--- src/rtl/unicode_range_text_parser_unit_defines.svh ---
// assertion macros used by the range text parser rtl
`ifndef UNICODE_RANGE_TEXT_PARSER_UNIT_DEFINES_SVH
`define UNICODE_RANGE_TEXT_PARSER_UNIT_DEFINES_SVH

// condition in this cycle implies consequence in the next cycle
`define URTP_ASSERT_NEXT(lbl, clk, rst, ante, cons, msg) \
  lbl: assert property (@(posedge clk) disable iff (rst) (ante) |=> (cons)) else $error(msg);

// condition implies consequence in the same cycle
`define URTP_ASSERT_NOW(lbl, clk, rst, ante, cons, msg) \
  lbl: assert property (@(posedge clk) disable iff (rst) (ante) |-> (cons)) else $error(msg);

`endif

--- src/rtl/urtp_pkg.sv ---
// types and constants of the unicode range text parser
package urtp_pkg;

  localparam int unsigned CHAR_W  = 8;
  localparam int unsigned POINT_W = 21;

  localparam logic [POINT_W-1:0] MAX_CODE_POINT = 21'h10FFFF;

  localparam logic [CHAR_W-1:0] CH_PLUS     = 8'h2B;
  localparam logic [CHAR_W-1:0] CH_QUESTION = 8'h3F;
  localparam logic [CHAR_W-1:0] CH_MINUS    = 8'h2D;
  localparam logic [CHAR_W-1:0] CH_ZERO     = 8'h30;
  localparam logic [CHAR_W-1:0] CH_NINE     = 8'h39;
  localparam logic [CHAR_W-1:0] CH_UPPER_A  = 8'h41;
  localparam logic [CHAR_W-1:0] CH_UPPER_F  = 8'h46;
  localparam logic [CHAR_W-1:0] CH_LOWER_A  = 8'h61;
  localparam logic [CHAR_W-1:0] CH_LOWER_F  = 8'h66;

  // parser phase, one-hot
  typedef enum logic [4:0] {
    PH_PLUS  = 5'b00001,
    PH_START = 5'b00010,
    PH_WILD  = 5'b00100,
    PH_END   = 5'b01000,
    PH_BAD   = 5'b10000
  } phase_t;

endpackage

--- src/rtl/urtp_char_if.sv ---
// character channel: one text byte per word with an end flag
interface urtp_char_if;
  logic                         valid;
  logic                         ready;
  logic [urtp_pkg::CHAR_W-1:0]  ch;
  logic                         end_of_text;

  modport source (output valid, output ch, output end_of_text, input ready);
  modport sink (input valid, input ch, input end_of_text, output ready);
endinterface

--- src/rtl/urtp_range_if.sv ---
// range channel: validity flag and first and last code points
interface urtp_range_if;
  logic                          valid;
  logic                          ready;
  logic                          valid_res;
  logic [urtp_pkg::POINT_W-1:0]  range_first;
  logic [urtp_pkg::POINT_W-1:0]  range_last;

  modport source (output valid, output valid_res, output range_first, output range_last,
                  input ready);
  modport sink (input valid, input valid_res, input range_first, input range_last,
                output ready);
endinterface

--- src/rtl/unicode_range_text_parser_unit.sv ---
// unicode range text parser: byte stream in, one range word per text out
//
//  channel  dir  modport  payload                             word
//  -------  ---  -------  ----------------------------------  -----------------------
//  text     in   sink     ch[7:0], end_of_text                one byte of range text
//  result   out  source   valid_res, range_first, range_last  one per end_of_text byte
//
//  one byte is taken per cycle; the parse state and the finished range are
//  both updated at the edge that takes the byte
//  the range word of a final byte is offered from the cycle after that edge
//  text.ready is low only while the result register holds an untaken word
//  and result.ready is low; a taken result frees it in the same cycle
//  rst (synchronous, active high) empties the result register and returns
//  the parser to waiting for the plus sign
`include "unicode_range_text_parser_unit_defines.svh"

module unicode_range_text_parser_unit #(
  parameter int unsigned MAX_DIGITS = 6
) (
  input  logic        clk,
  input  logic        rst,
  urtp_char_if.sink   text,
  urtp_range_if.source result
);

  localparam int unsigned ACC_W = 4 * MAX_DIGITS;
  localparam int unsigned CNT_W = $clog2(MAX_DIGITS + 1);
  localparam int unsigned SH_W  = CNT_W + 2;
  // wide enough for any accumulator and for the code point limit
  localparam int unsigned CMP_W = ACC_W + urtp_pkg::POINT_W;

  localparam logic [CNT_W-1:0] MAX_CNT = CNT_W'(MAX_DIGITS);

  // parse state
  urtp_pkg::phase_t  phase, phase_next, phase_adv;
  logic [ACC_W-1:0]  first_accum, first_accum_next, first_accum_adv;
  logic [ACC_W-1:0]  last_accum, last_accum_next, last_accum_adv;
  logic [CNT_W-1:0]  start_cnt, start_cnt_next, start_cnt_adv;
  logic [CNT_W-1:0]  wild_cnt, wild_cnt_next, wild_cnt_adv;
  logic [CNT_W-1:0]  end_cnt, end_cnt_next, end_cnt_adv;

  // result register
  logic                          res_valid;
  logic                          res_ok;
  logic [urtp_pkg::POINT_W-1:0]  res_first;
  logic [urtp_pkg::POINT_W-1:0]  res_last;

  logic        take;
  logic        is_hex;
  logic [3:0]  hex_val;
  logic [CNT_W:0] total_cnt;

  // range evaluation
  logic [SH_W-1:0]   wild_sh;
  logic [CMP_W-1:0]  first_ext, last_ext, wild_mask;
  logic [CMP_W-1:0]  lo, hi;
  logic              form_ok, range_ok;

  assign take       = text.valid && text.ready;
  assign text.ready = !res_valid || result.ready;

  // hex digit decode, either case
  always_comb begin
    is_hex  = 1'b1;
    hex_val = 4'd0;
    if (text.ch >= urtp_pkg::CH_ZERO && text.ch <= urtp_pkg::CH_NINE) begin
      hex_val = 4'(text.ch - urtp_pkg::CH_ZERO);
    end else if (text.ch >= urtp_pkg::CH_LOWER_A && text.ch <= urtp_pkg::CH_LOWER_F) begin
      hex_val = 4'(text.ch - urtp_pkg::CH_LOWER_A + 8'd10);
    end else if (text.ch >= urtp_pkg::CH_UPPER_A && text.ch <= urtp_pkg::CH_UPPER_F) begin
      hex_val = 4'(text.ch - urtp_pkg::CH_UPPER_A + 8'd10);
    end else begin
      is_hex = 1'b0;
    end
  end

  assign total_cnt = {1'b0, start_cnt} + {1'b0, wild_cnt};

  // grammar step for the incoming byte
  always_comb begin
    phase_adv       = phase;
    first_accum_adv = first_accum;
    last_accum_adv  = last_accum;
    start_cnt_adv   = start_cnt;
    wild_cnt_adv    = wild_cnt;
    end_cnt_adv     = end_cnt;
    case (phase)
      urtp_pkg::PH_PLUS: begin
        phase_adv = (text.ch == urtp_pkg::CH_PLUS) ? urtp_pkg::PH_START : urtp_pkg::PH_BAD;
      end
      urtp_pkg::PH_START: begin
        if (is_hex && start_cnt < MAX_CNT) begin
          first_accum_adv = (first_accum << 4) | ACC_W'(hex_val);
          start_cnt_adv   = start_cnt + 1'b1;
        end else if (text.ch == urtp_pkg::CH_QUESTION && start_cnt < MAX_CNT) begin
          wild_cnt_adv = CNT_W'(1);
          phase_adv    = urtp_pkg::PH_WILD;
        end else if (text.ch == urtp_pkg::CH_MINUS && start_cnt != '0) begin
          phase_adv = urtp_pkg::PH_END;
        end else begin
          phase_adv = urtp_pkg::PH_BAD;
        end
      end
      urtp_pkg::PH_WILD: begin
        if (text.ch == urtp_pkg::CH_QUESTION && total_cnt < {1'b0, MAX_CNT}) begin
          wild_cnt_adv = wild_cnt + 1'b1;
        end else begin
          phase_adv = urtp_pkg::PH_BAD;
        end
      end
      urtp_pkg::PH_END: begin
        if (is_hex && end_cnt < MAX_CNT) begin
          last_accum_adv = (last_accum << 4) | ACC_W'(hex_val);
          end_cnt_adv    = end_cnt + 1'b1;
        end else begin
          phase_adv = urtp_pkg::PH_BAD;
        end
      end
      default: begin
        phase_adv = urtp_pkg::PH_BAD;
      end
    endcase
  end

  // the final byte of a text returns the parser to its start
  always_comb begin
    phase_next       = phase;
    first_accum_next = first_accum;
    last_accum_next  = last_accum;
    start_cnt_next   = start_cnt;
    wild_cnt_next    = wild_cnt;
    end_cnt_next     = end_cnt;
    if (take) begin
      if (text.end_of_text) begin
        phase_next       = urtp_pkg::PH_PLUS;
        first_accum_next = '0;
        last_accum_next  = '0;
        start_cnt_next   = '0;
        wild_cnt_next    = '0;
        end_cnt_next     = '0;
      end else begin
        phase_next       = phase_adv;
        first_accum_next = first_accum_adv;
        last_accum_next  = last_accum_adv;
        start_cnt_next   = start_cnt_adv;
        wild_cnt_next    = wild_cnt_adv;
        end_cnt_next     = end_cnt_adv;
      end
    end
  end

  // range from the state after this byte; wildcards pad start with 0, end with F
  assign wild_sh   = {wild_cnt_adv, 2'b00};
  assign first_ext = {{urtp_pkg::POINT_W{1'b0}}, first_accum_adv};
  assign last_ext  = {{urtp_pkg::POINT_W{1'b0}}, last_accum_adv};
  assign wild_mask = ~({CMP_W{1'b1}} << wild_sh);

  always_comb begin
    form_ok = 1'b0;
    lo      = '0;
    hi      = '0;
    case (phase_adv)
      urtp_pkg::PH_START: begin
        form_ok = (start_cnt_adv != '0);
        lo      = first_ext;
        hi      = first_ext;
      end
      urtp_pkg::PH_WILD: begin
        form_ok = 1'b1;
        lo      = first_ext << wild_sh;
        hi      = (first_ext << wild_sh) | wild_mask;
      end
      urtp_pkg::PH_END: begin
        form_ok = (end_cnt_adv != '0);
        lo      = first_ext;
        hi      = last_ext;
      end
      default: begin
        form_ok = 1'b0;
      end
    endcase
  end

  assign range_ok = form_ok && (lo <= hi) &&
                    (hi <= CMP_W'(urtp_pkg::MAX_CODE_POINT));

  always_ff @(posedge clk) begin
    if (rst) begin
      phase       <= urtp_pkg::PH_PLUS;
      first_accum <= '0;
      last_accum  <= '0;
      start_cnt   <= '0;
      wild_cnt    <= '0;
      end_cnt     <= '0;
    end else begin
      phase       <= phase_next;
      first_accum <= first_accum_next;
      last_accum  <= last_accum_next;
      start_cnt   <= start_cnt_next;
      wild_cnt    <= wild_cnt_next;
      end_cnt     <= end_cnt_next;
    end
  end

  // output word valid flag
  always_ff @(posedge clk) begin
    if (rst) begin
      res_valid <= 1'b0;
    end else if (take && text.end_of_text) begin
      res_valid <= 1'b1;
    end else if (result.ready) begin
      res_valid <= 1'b0;
    end
  end

  // output payload, zero fields on a bad range
  always_ff @(posedge clk) begin
    if (take && text.end_of_text) begin
      res_ok    <= range_ok;
      res_first <= range_ok ? lo[urtp_pkg::POINT_W-1:0] : '0;
      res_last  <= range_ok ? hi[urtp_pkg::POINT_W-1:0] : '0;
    end
  end

  assign result.valid       = res_valid;
  assign result.valid_res   = res_ok;
  assign result.range_first = res_first;
  assign result.range_last  = res_last;

  // checks
  `URTP_ASSERT_NEXT(a_final_gives_word, clk, rst, take && text.end_of_text, res_valid, "final byte gave no result word")
  `URTP_ASSERT_NEXT(a_inner_no_word, clk, rst, take && !text.end_of_text && (result.ready || !res_valid), !res_valid, "result word without a final byte")
  `URTP_ASSERT_NEXT(a_final_resets_phase, clk, rst, take && text.end_of_text, phase == urtp_pkg::PH_PLUS, "parser not back at start after final byte")
  `URTP_ASSERT_NOW(a_bad_is_zero, clk, rst, res_valid && !res_ok, res_first == '0 && res_last == '0, "bad range carries non-zero code points")
  `URTP_ASSERT_NOW(a_good_is_ordered, clk, rst, res_valid && res_ok, res_first <= res_last && res_last <= urtp_pkg::MAX_CODE_POINT, "legal range out of order or above limit")

endmodule

--- src/flat_wrapper.sv ---
// flat-port wrapper written by rule: the top's interface ports become plain ports
module unicode_range_text_parser_unit_flat 
#(
  parameter int unsigned MAX_DIGITS = 6
)
  (clk, rst, text_valid, text_ch, text_end_of_text, text_ready, result_valid, result_valid_res, result_range_first, result_range_last, result_ready);
  urtp_char_if text_i ();
  urtp_range_if result_i ();
  input  logic clk;
  input  logic rst;
  input wire logic [$bits(text_i.valid)-1:0] text_valid;
  input wire logic [$bits(text_i.ch)-1:0] text_ch;
  input wire logic [$bits(text_i.end_of_text)-1:0] text_end_of_text;
  output wire logic [$bits(text_i.ready)-1:0] text_ready;
  output wire logic [$bits(result_i.valid)-1:0] result_valid;
  output wire logic [$bits(result_i.valid_res)-1:0] result_valid_res;
  output wire logic [$bits(result_i.range_first)-1:0] result_range_first;
  output wire logic [$bits(result_i.range_last)-1:0] result_range_last;
  input wire logic [$bits(result_i.ready)-1:0] result_ready;
  assign text_i.valid = text_valid;
  assign text_i.ch = text_ch;
  assign text_i.end_of_text = text_end_of_text;
  assign text_ready = text_i.ready;
  assign result_valid = result_i.valid;
  assign result_valid_res = result_i.valid_res;
  assign result_range_first = result_i.range_first;
  assign result_range_last = result_i.range_last;
  assign result_i.ready = result_ready;
  unicode_range_text_parser_unit #(.MAX_DIGITS(MAX_DIGITS)) u_core (.clk(clk), .rst(rst), .text(text_i), .result(result_i));
endmodule
--- config.mk ---
export PLATFORM = sky130hd
export DESIGN_NAME = unicode_range_text_parser_unit_flat
export DESIGN_NICKNAME = d
export VERILOG_FILES = /design/src/rtl/urtp_pkg.sv /design/src/rtl/urtp_char_if.sv /design/src/rtl/urtp_range_if.sv /design/src/rtl/unicode_range_text_parser_unit.sv /design/src/flat_wrapper.sv
export VERILOG_INCLUDE_DIRS = /design/src /design/src/rtl
export SDC_FILE = /design/constraint.sdc
export NUM_CORES = 1
export LEC_CHECK = 0
export BUFFER_PORTS_ARGS = -buffer_cell sky130_fd_sc_hd__buf_2
export CORE_MARGIN = 2
export CORE_UTILIZATION = 56
export CTS_CLUSTER_SIZE = 40
export DETAILED_ROUTE_END_ITERATION = 10
export GPL_TIMING_DRIVEN = 1
export PLACE_DENSITY_LB_ADDON = 0.12
export SLEW_MARGIN = 10
export SYNTH_ARGS = -nofsm -noshare
export SYNTH_HDL_FRONTEND = slang
export SYNTH_SLANG_ARGS = --single-unit
--- constraint.sdc ---
create_clock -name clk -period 5.1 [get_ports clk]
set_input_delay 0 -clock clk [delete_from_list [all_inputs] [get_ports clk]]
set_output_delay 0 -clock clk [all_outputs]
set_load 0.05 [all_outputs]
==> out/metrics.yaml <==
critical_path:
  crit_path_frequent_cell: "buf_4"
  critical_path.top_delay_family: "compound AO/OA/AOI/OAI gates"
  critPathKind: "reg -> reg"
  cp_slowest_cell: "o41ai_4"
  cp-start-kind: "flip-flop"
  path_buf_inv: 5
  slowest_delay_ns: 0.42
  worstPathRequired_ns: 5.22
  worstPathMaxFanout: 7
  crit_arrival_ns: 6.18
  worstSetupEndpointType: "flip-flop"
layout:
  num-nets-final: 1452
  area_growth_pct: 47.5
  final_common_cell: "buf_4"
  multi_input_area_um2: 7070
  fin_area_um2: 13200
  nFillCells: 927
  drive_above_1_share_pct: 42.2
  mostFrequentLayoutCells: "buf_4, nor2_1, nand2_1"
  utilization_pct: 83.7
  seqCellArea_um2: 2560
drt:
  drc: 0
  ant_nets: 0
  routed_wl_um: 42800
  vias: 11400
  wl_per_cell_um: 26.6
  dr.pass1.iters: 10
  routed_via_density: 7.07
  drt-initial-drc-count: 1835
global_route:
  top_usage_layer: "met2"
  use_met1_pct: 56.5
  antenna_found_initial: 5
  gr-usage-all-layers_pct: 44.9
  grt_pass1_vias: 10100
  grt.met2_usage_pct: 70.1
  grt_max_degree: 64
  grt-ovfl-total: 0
  grt_use_met3_pct: 10.4
  grt_first_pass_wirelength_um: 57600
synth:
  yosysWarnings: 0
  synth_ff_type: "dfxtp_1"
  synth-seq-cells: 106
  mappedNetlistArea_um2: 8950
  synth-seq-area-share_pct: 28.5
  synth_nets: 1147
  syn_area_per_cell_um2: 8.29
  syn_inst: 1080
  yosysUniqueCellTypes: 81
  synth-edff-count: 43
  synthArstFlopShare_pct: 0
placed_design:
  detailed_place_hpwl_um: 28100
  io_buffers: 57
  dpl_cell_area_um2: 11300
  place_congestion: 1.10
  place_ws_ns: -0.451
floorplanning:
  die_h_um: 130
  die_w_um: 130
  core_area_um2: 15800
  pin_count: 58
  fp-row-count: 46
  start_util_pct: 56.7
  die_area_um2: 17000
timing:
  grt_setup_unrepaired: "true"
  tightest_slew_ns: 0.781
  slew_headroom_pct: 47.4
  fmax_mhz: 165
  setup_violations: 43
  slew_violations: 0
  period_share_pct: 119
  clock_skew_ns: 0.0206
  finalWorstSetupSlack_ns: -0.964
  min_period_ns: 6.06
  hold_viol: 0
clock_tree:
  clk_latency_ns: 0.38
  cts_buffers: 9
  root_buffer: "clkbuf_16"
  cts.reportedPaths.clkPinSlew_ns: 0.08
  cts_buffer_depth: 2
  cts_tree: "yes"
  cts.sinks: 106
  htreeDepth: 3
pwr:
  p_per_area_nw_per_um2: 137
  finalPower_mw: 1.81
  leakage_nw: 5.17
  max-vdd-ir-drop_mv: 0.160
outcome:
  status: "complete, but fails checks"
  violations: "setup timing"
min_path:
  hold_path.class: "in -> reg"
flow_run:
  cap_violations: 0
==> what timing repair did <==
item,in CTS,in global routing
gates cloned,3,2
hold buffers,1,0
endpoints found under the hold margin,1,0
setup endpoints to repair,43,43
gates resized for setup,111,90
pin swaps,58,82
setup buffers,23,24
==> worst min-delay path, cell delays in order <==
cell	delay (ns)
buf_2	0.16
nand2_1	0.12
nand2_1	0.05
==> final cells by class <==
| cell class | count | share of cell area, % |
|---|---|---|
| multi-input cells | 872 | 53.6 |
| repair buffers | 369 | 21.8 |
| flip-flops and latches | 106 | 19.4 |
| well taps | 216 | 2.05 |
| clock buffers | 10 | 1.74 |
| inverters | 27 | 0.768 |
| clock inverters | 6 | 0.635 |
| diodes | 3 | 0.0569 |
==> kinds of logic after synthesis <==
kind of cell             after synthesis  synth area share, %
buffers and inverters                103                 5.03
adder cells (fa/ha/maj)               54                 7.63
AO/OA/AOI/OAI                        329                 25.5
XOR/XNOR                               9                0.965
multiplexers                          44                 5.17
flip-flops                           106                 28.5
AND/OR/NAND/NOR                      435                 27.2
==> worst paths after layout <==
path | start | to | slack (ns) | cells after the start
worst min register to register | u_core.last_accum[21]$_SDFFE_PP0P_ | u_core.last_accum[21]$_SDFFE_PP0P_ | 0.52 | 2
worst max-delay path | u_core.start_cnt[1]$_SDFFE_PP0P_ | u_core.result.range_first[2]$_SDFFCE_PN0P_ | -0.96 | 25
worst max register to register | u_core.start_cnt[1]$_SDFFE_PP0P_ | u_core.result.range_first[2]$_SDFFCE_PN0P_ | -0.96 | 25
worst min-delay path | text_end_of_text | u_core.phase[0]$_SDFFE_PP1P_ | 0.01 | 3
==> cell usage after synthesis (all sizes together) (4+ instances only) <==
cell type / n / area (um2)
mux2: 18 / 203
nand4b: 4 / 35.0
o211ai: 11 / 82.6
nor3b: 4 / 35.0
o221ai: 9 / 78.8
nor4b: 8 / 82.6
or2: 5 / 31.3
a221o: 5 / 50.1
edfxtp: 43 / 1290
clkbuf: 47 / 176
o22ai: 18 / 113
nand2: 94 / 360
a22oi: 56 / 420
a211oi: 21 / 163
nor2b: 5 / 31.3
a2111oi: 7 / 63.8
nand3: 30 / 150
nor2: 125 / 472
nand2b: 20 / 125
a22o: 5 / 43.8
or3: 14 / 87.6
and3: 13 / 81.3
xnor2: 6 / 60.1
inv: 27 / 101
o31ai: 6 / 45.0
ha: 53 / 663
a21oi: 71 / 359
mux2i: 26 / 260
a21o: 17 / 128
nor3: 25 / 130
nand4: 14 / 87.6
dfxtp: 63 / 1260
a31o: 4 / 35.0
o21ai: 53 / 269
o2111ai: 4 / 35.0
buf: 29 / 173
a32oi: 5 / 43.8
and2: 14 / 87.6
a221oi: 8 / 70.1
nor4: 49 / 544
==> flip-flops by register name (all words and copies together) (netlist names) <==
signal and flops:
u_core.first_accum 24, u_core.last_accum 24, u_core.result.range_first 21, u_core.result.range_last 21, u_core.phase 5, u_core.end_cnt 3, u_core.start_cnt 3, u_core.wild_cnt 3
u_core.result.valid 1, u_core.result.valid_res 1
==> power breakdown <==
part           total (mW)  switching, mW  internal (mW)  leakage (nW)
Sequential          0.896        0.00592          0.890         0.926
Combinational       0.146          0.112         0.0337          4.09
Clock               0.772          0.378          0.394         0.152
==> metrics by stage <==
stage                     setup TNS, ns  instances  hold WS [ns]
after detailed placement         -16.35       1541         0.353
final                            -25.98       1609        0.0111
after global routing             -40.74       1608        0.0324
after CTS                         -7.10       1584       0.00550
after global placement           -12.96       1541         0.334
after floorplan                       0       1080         0.135
==> metal layers <==
metal  share of wire (%)  vias to the layer above  wire [um]
li1                    -                     4772          -
met3                  12                      369       5270
met2                  43                      998      18300
met4                 9.2                        2       3930
met1                  36                     5235      15200
met5               0.063                        -         27
Note: power is estimated with default switching activity, not from simulation.
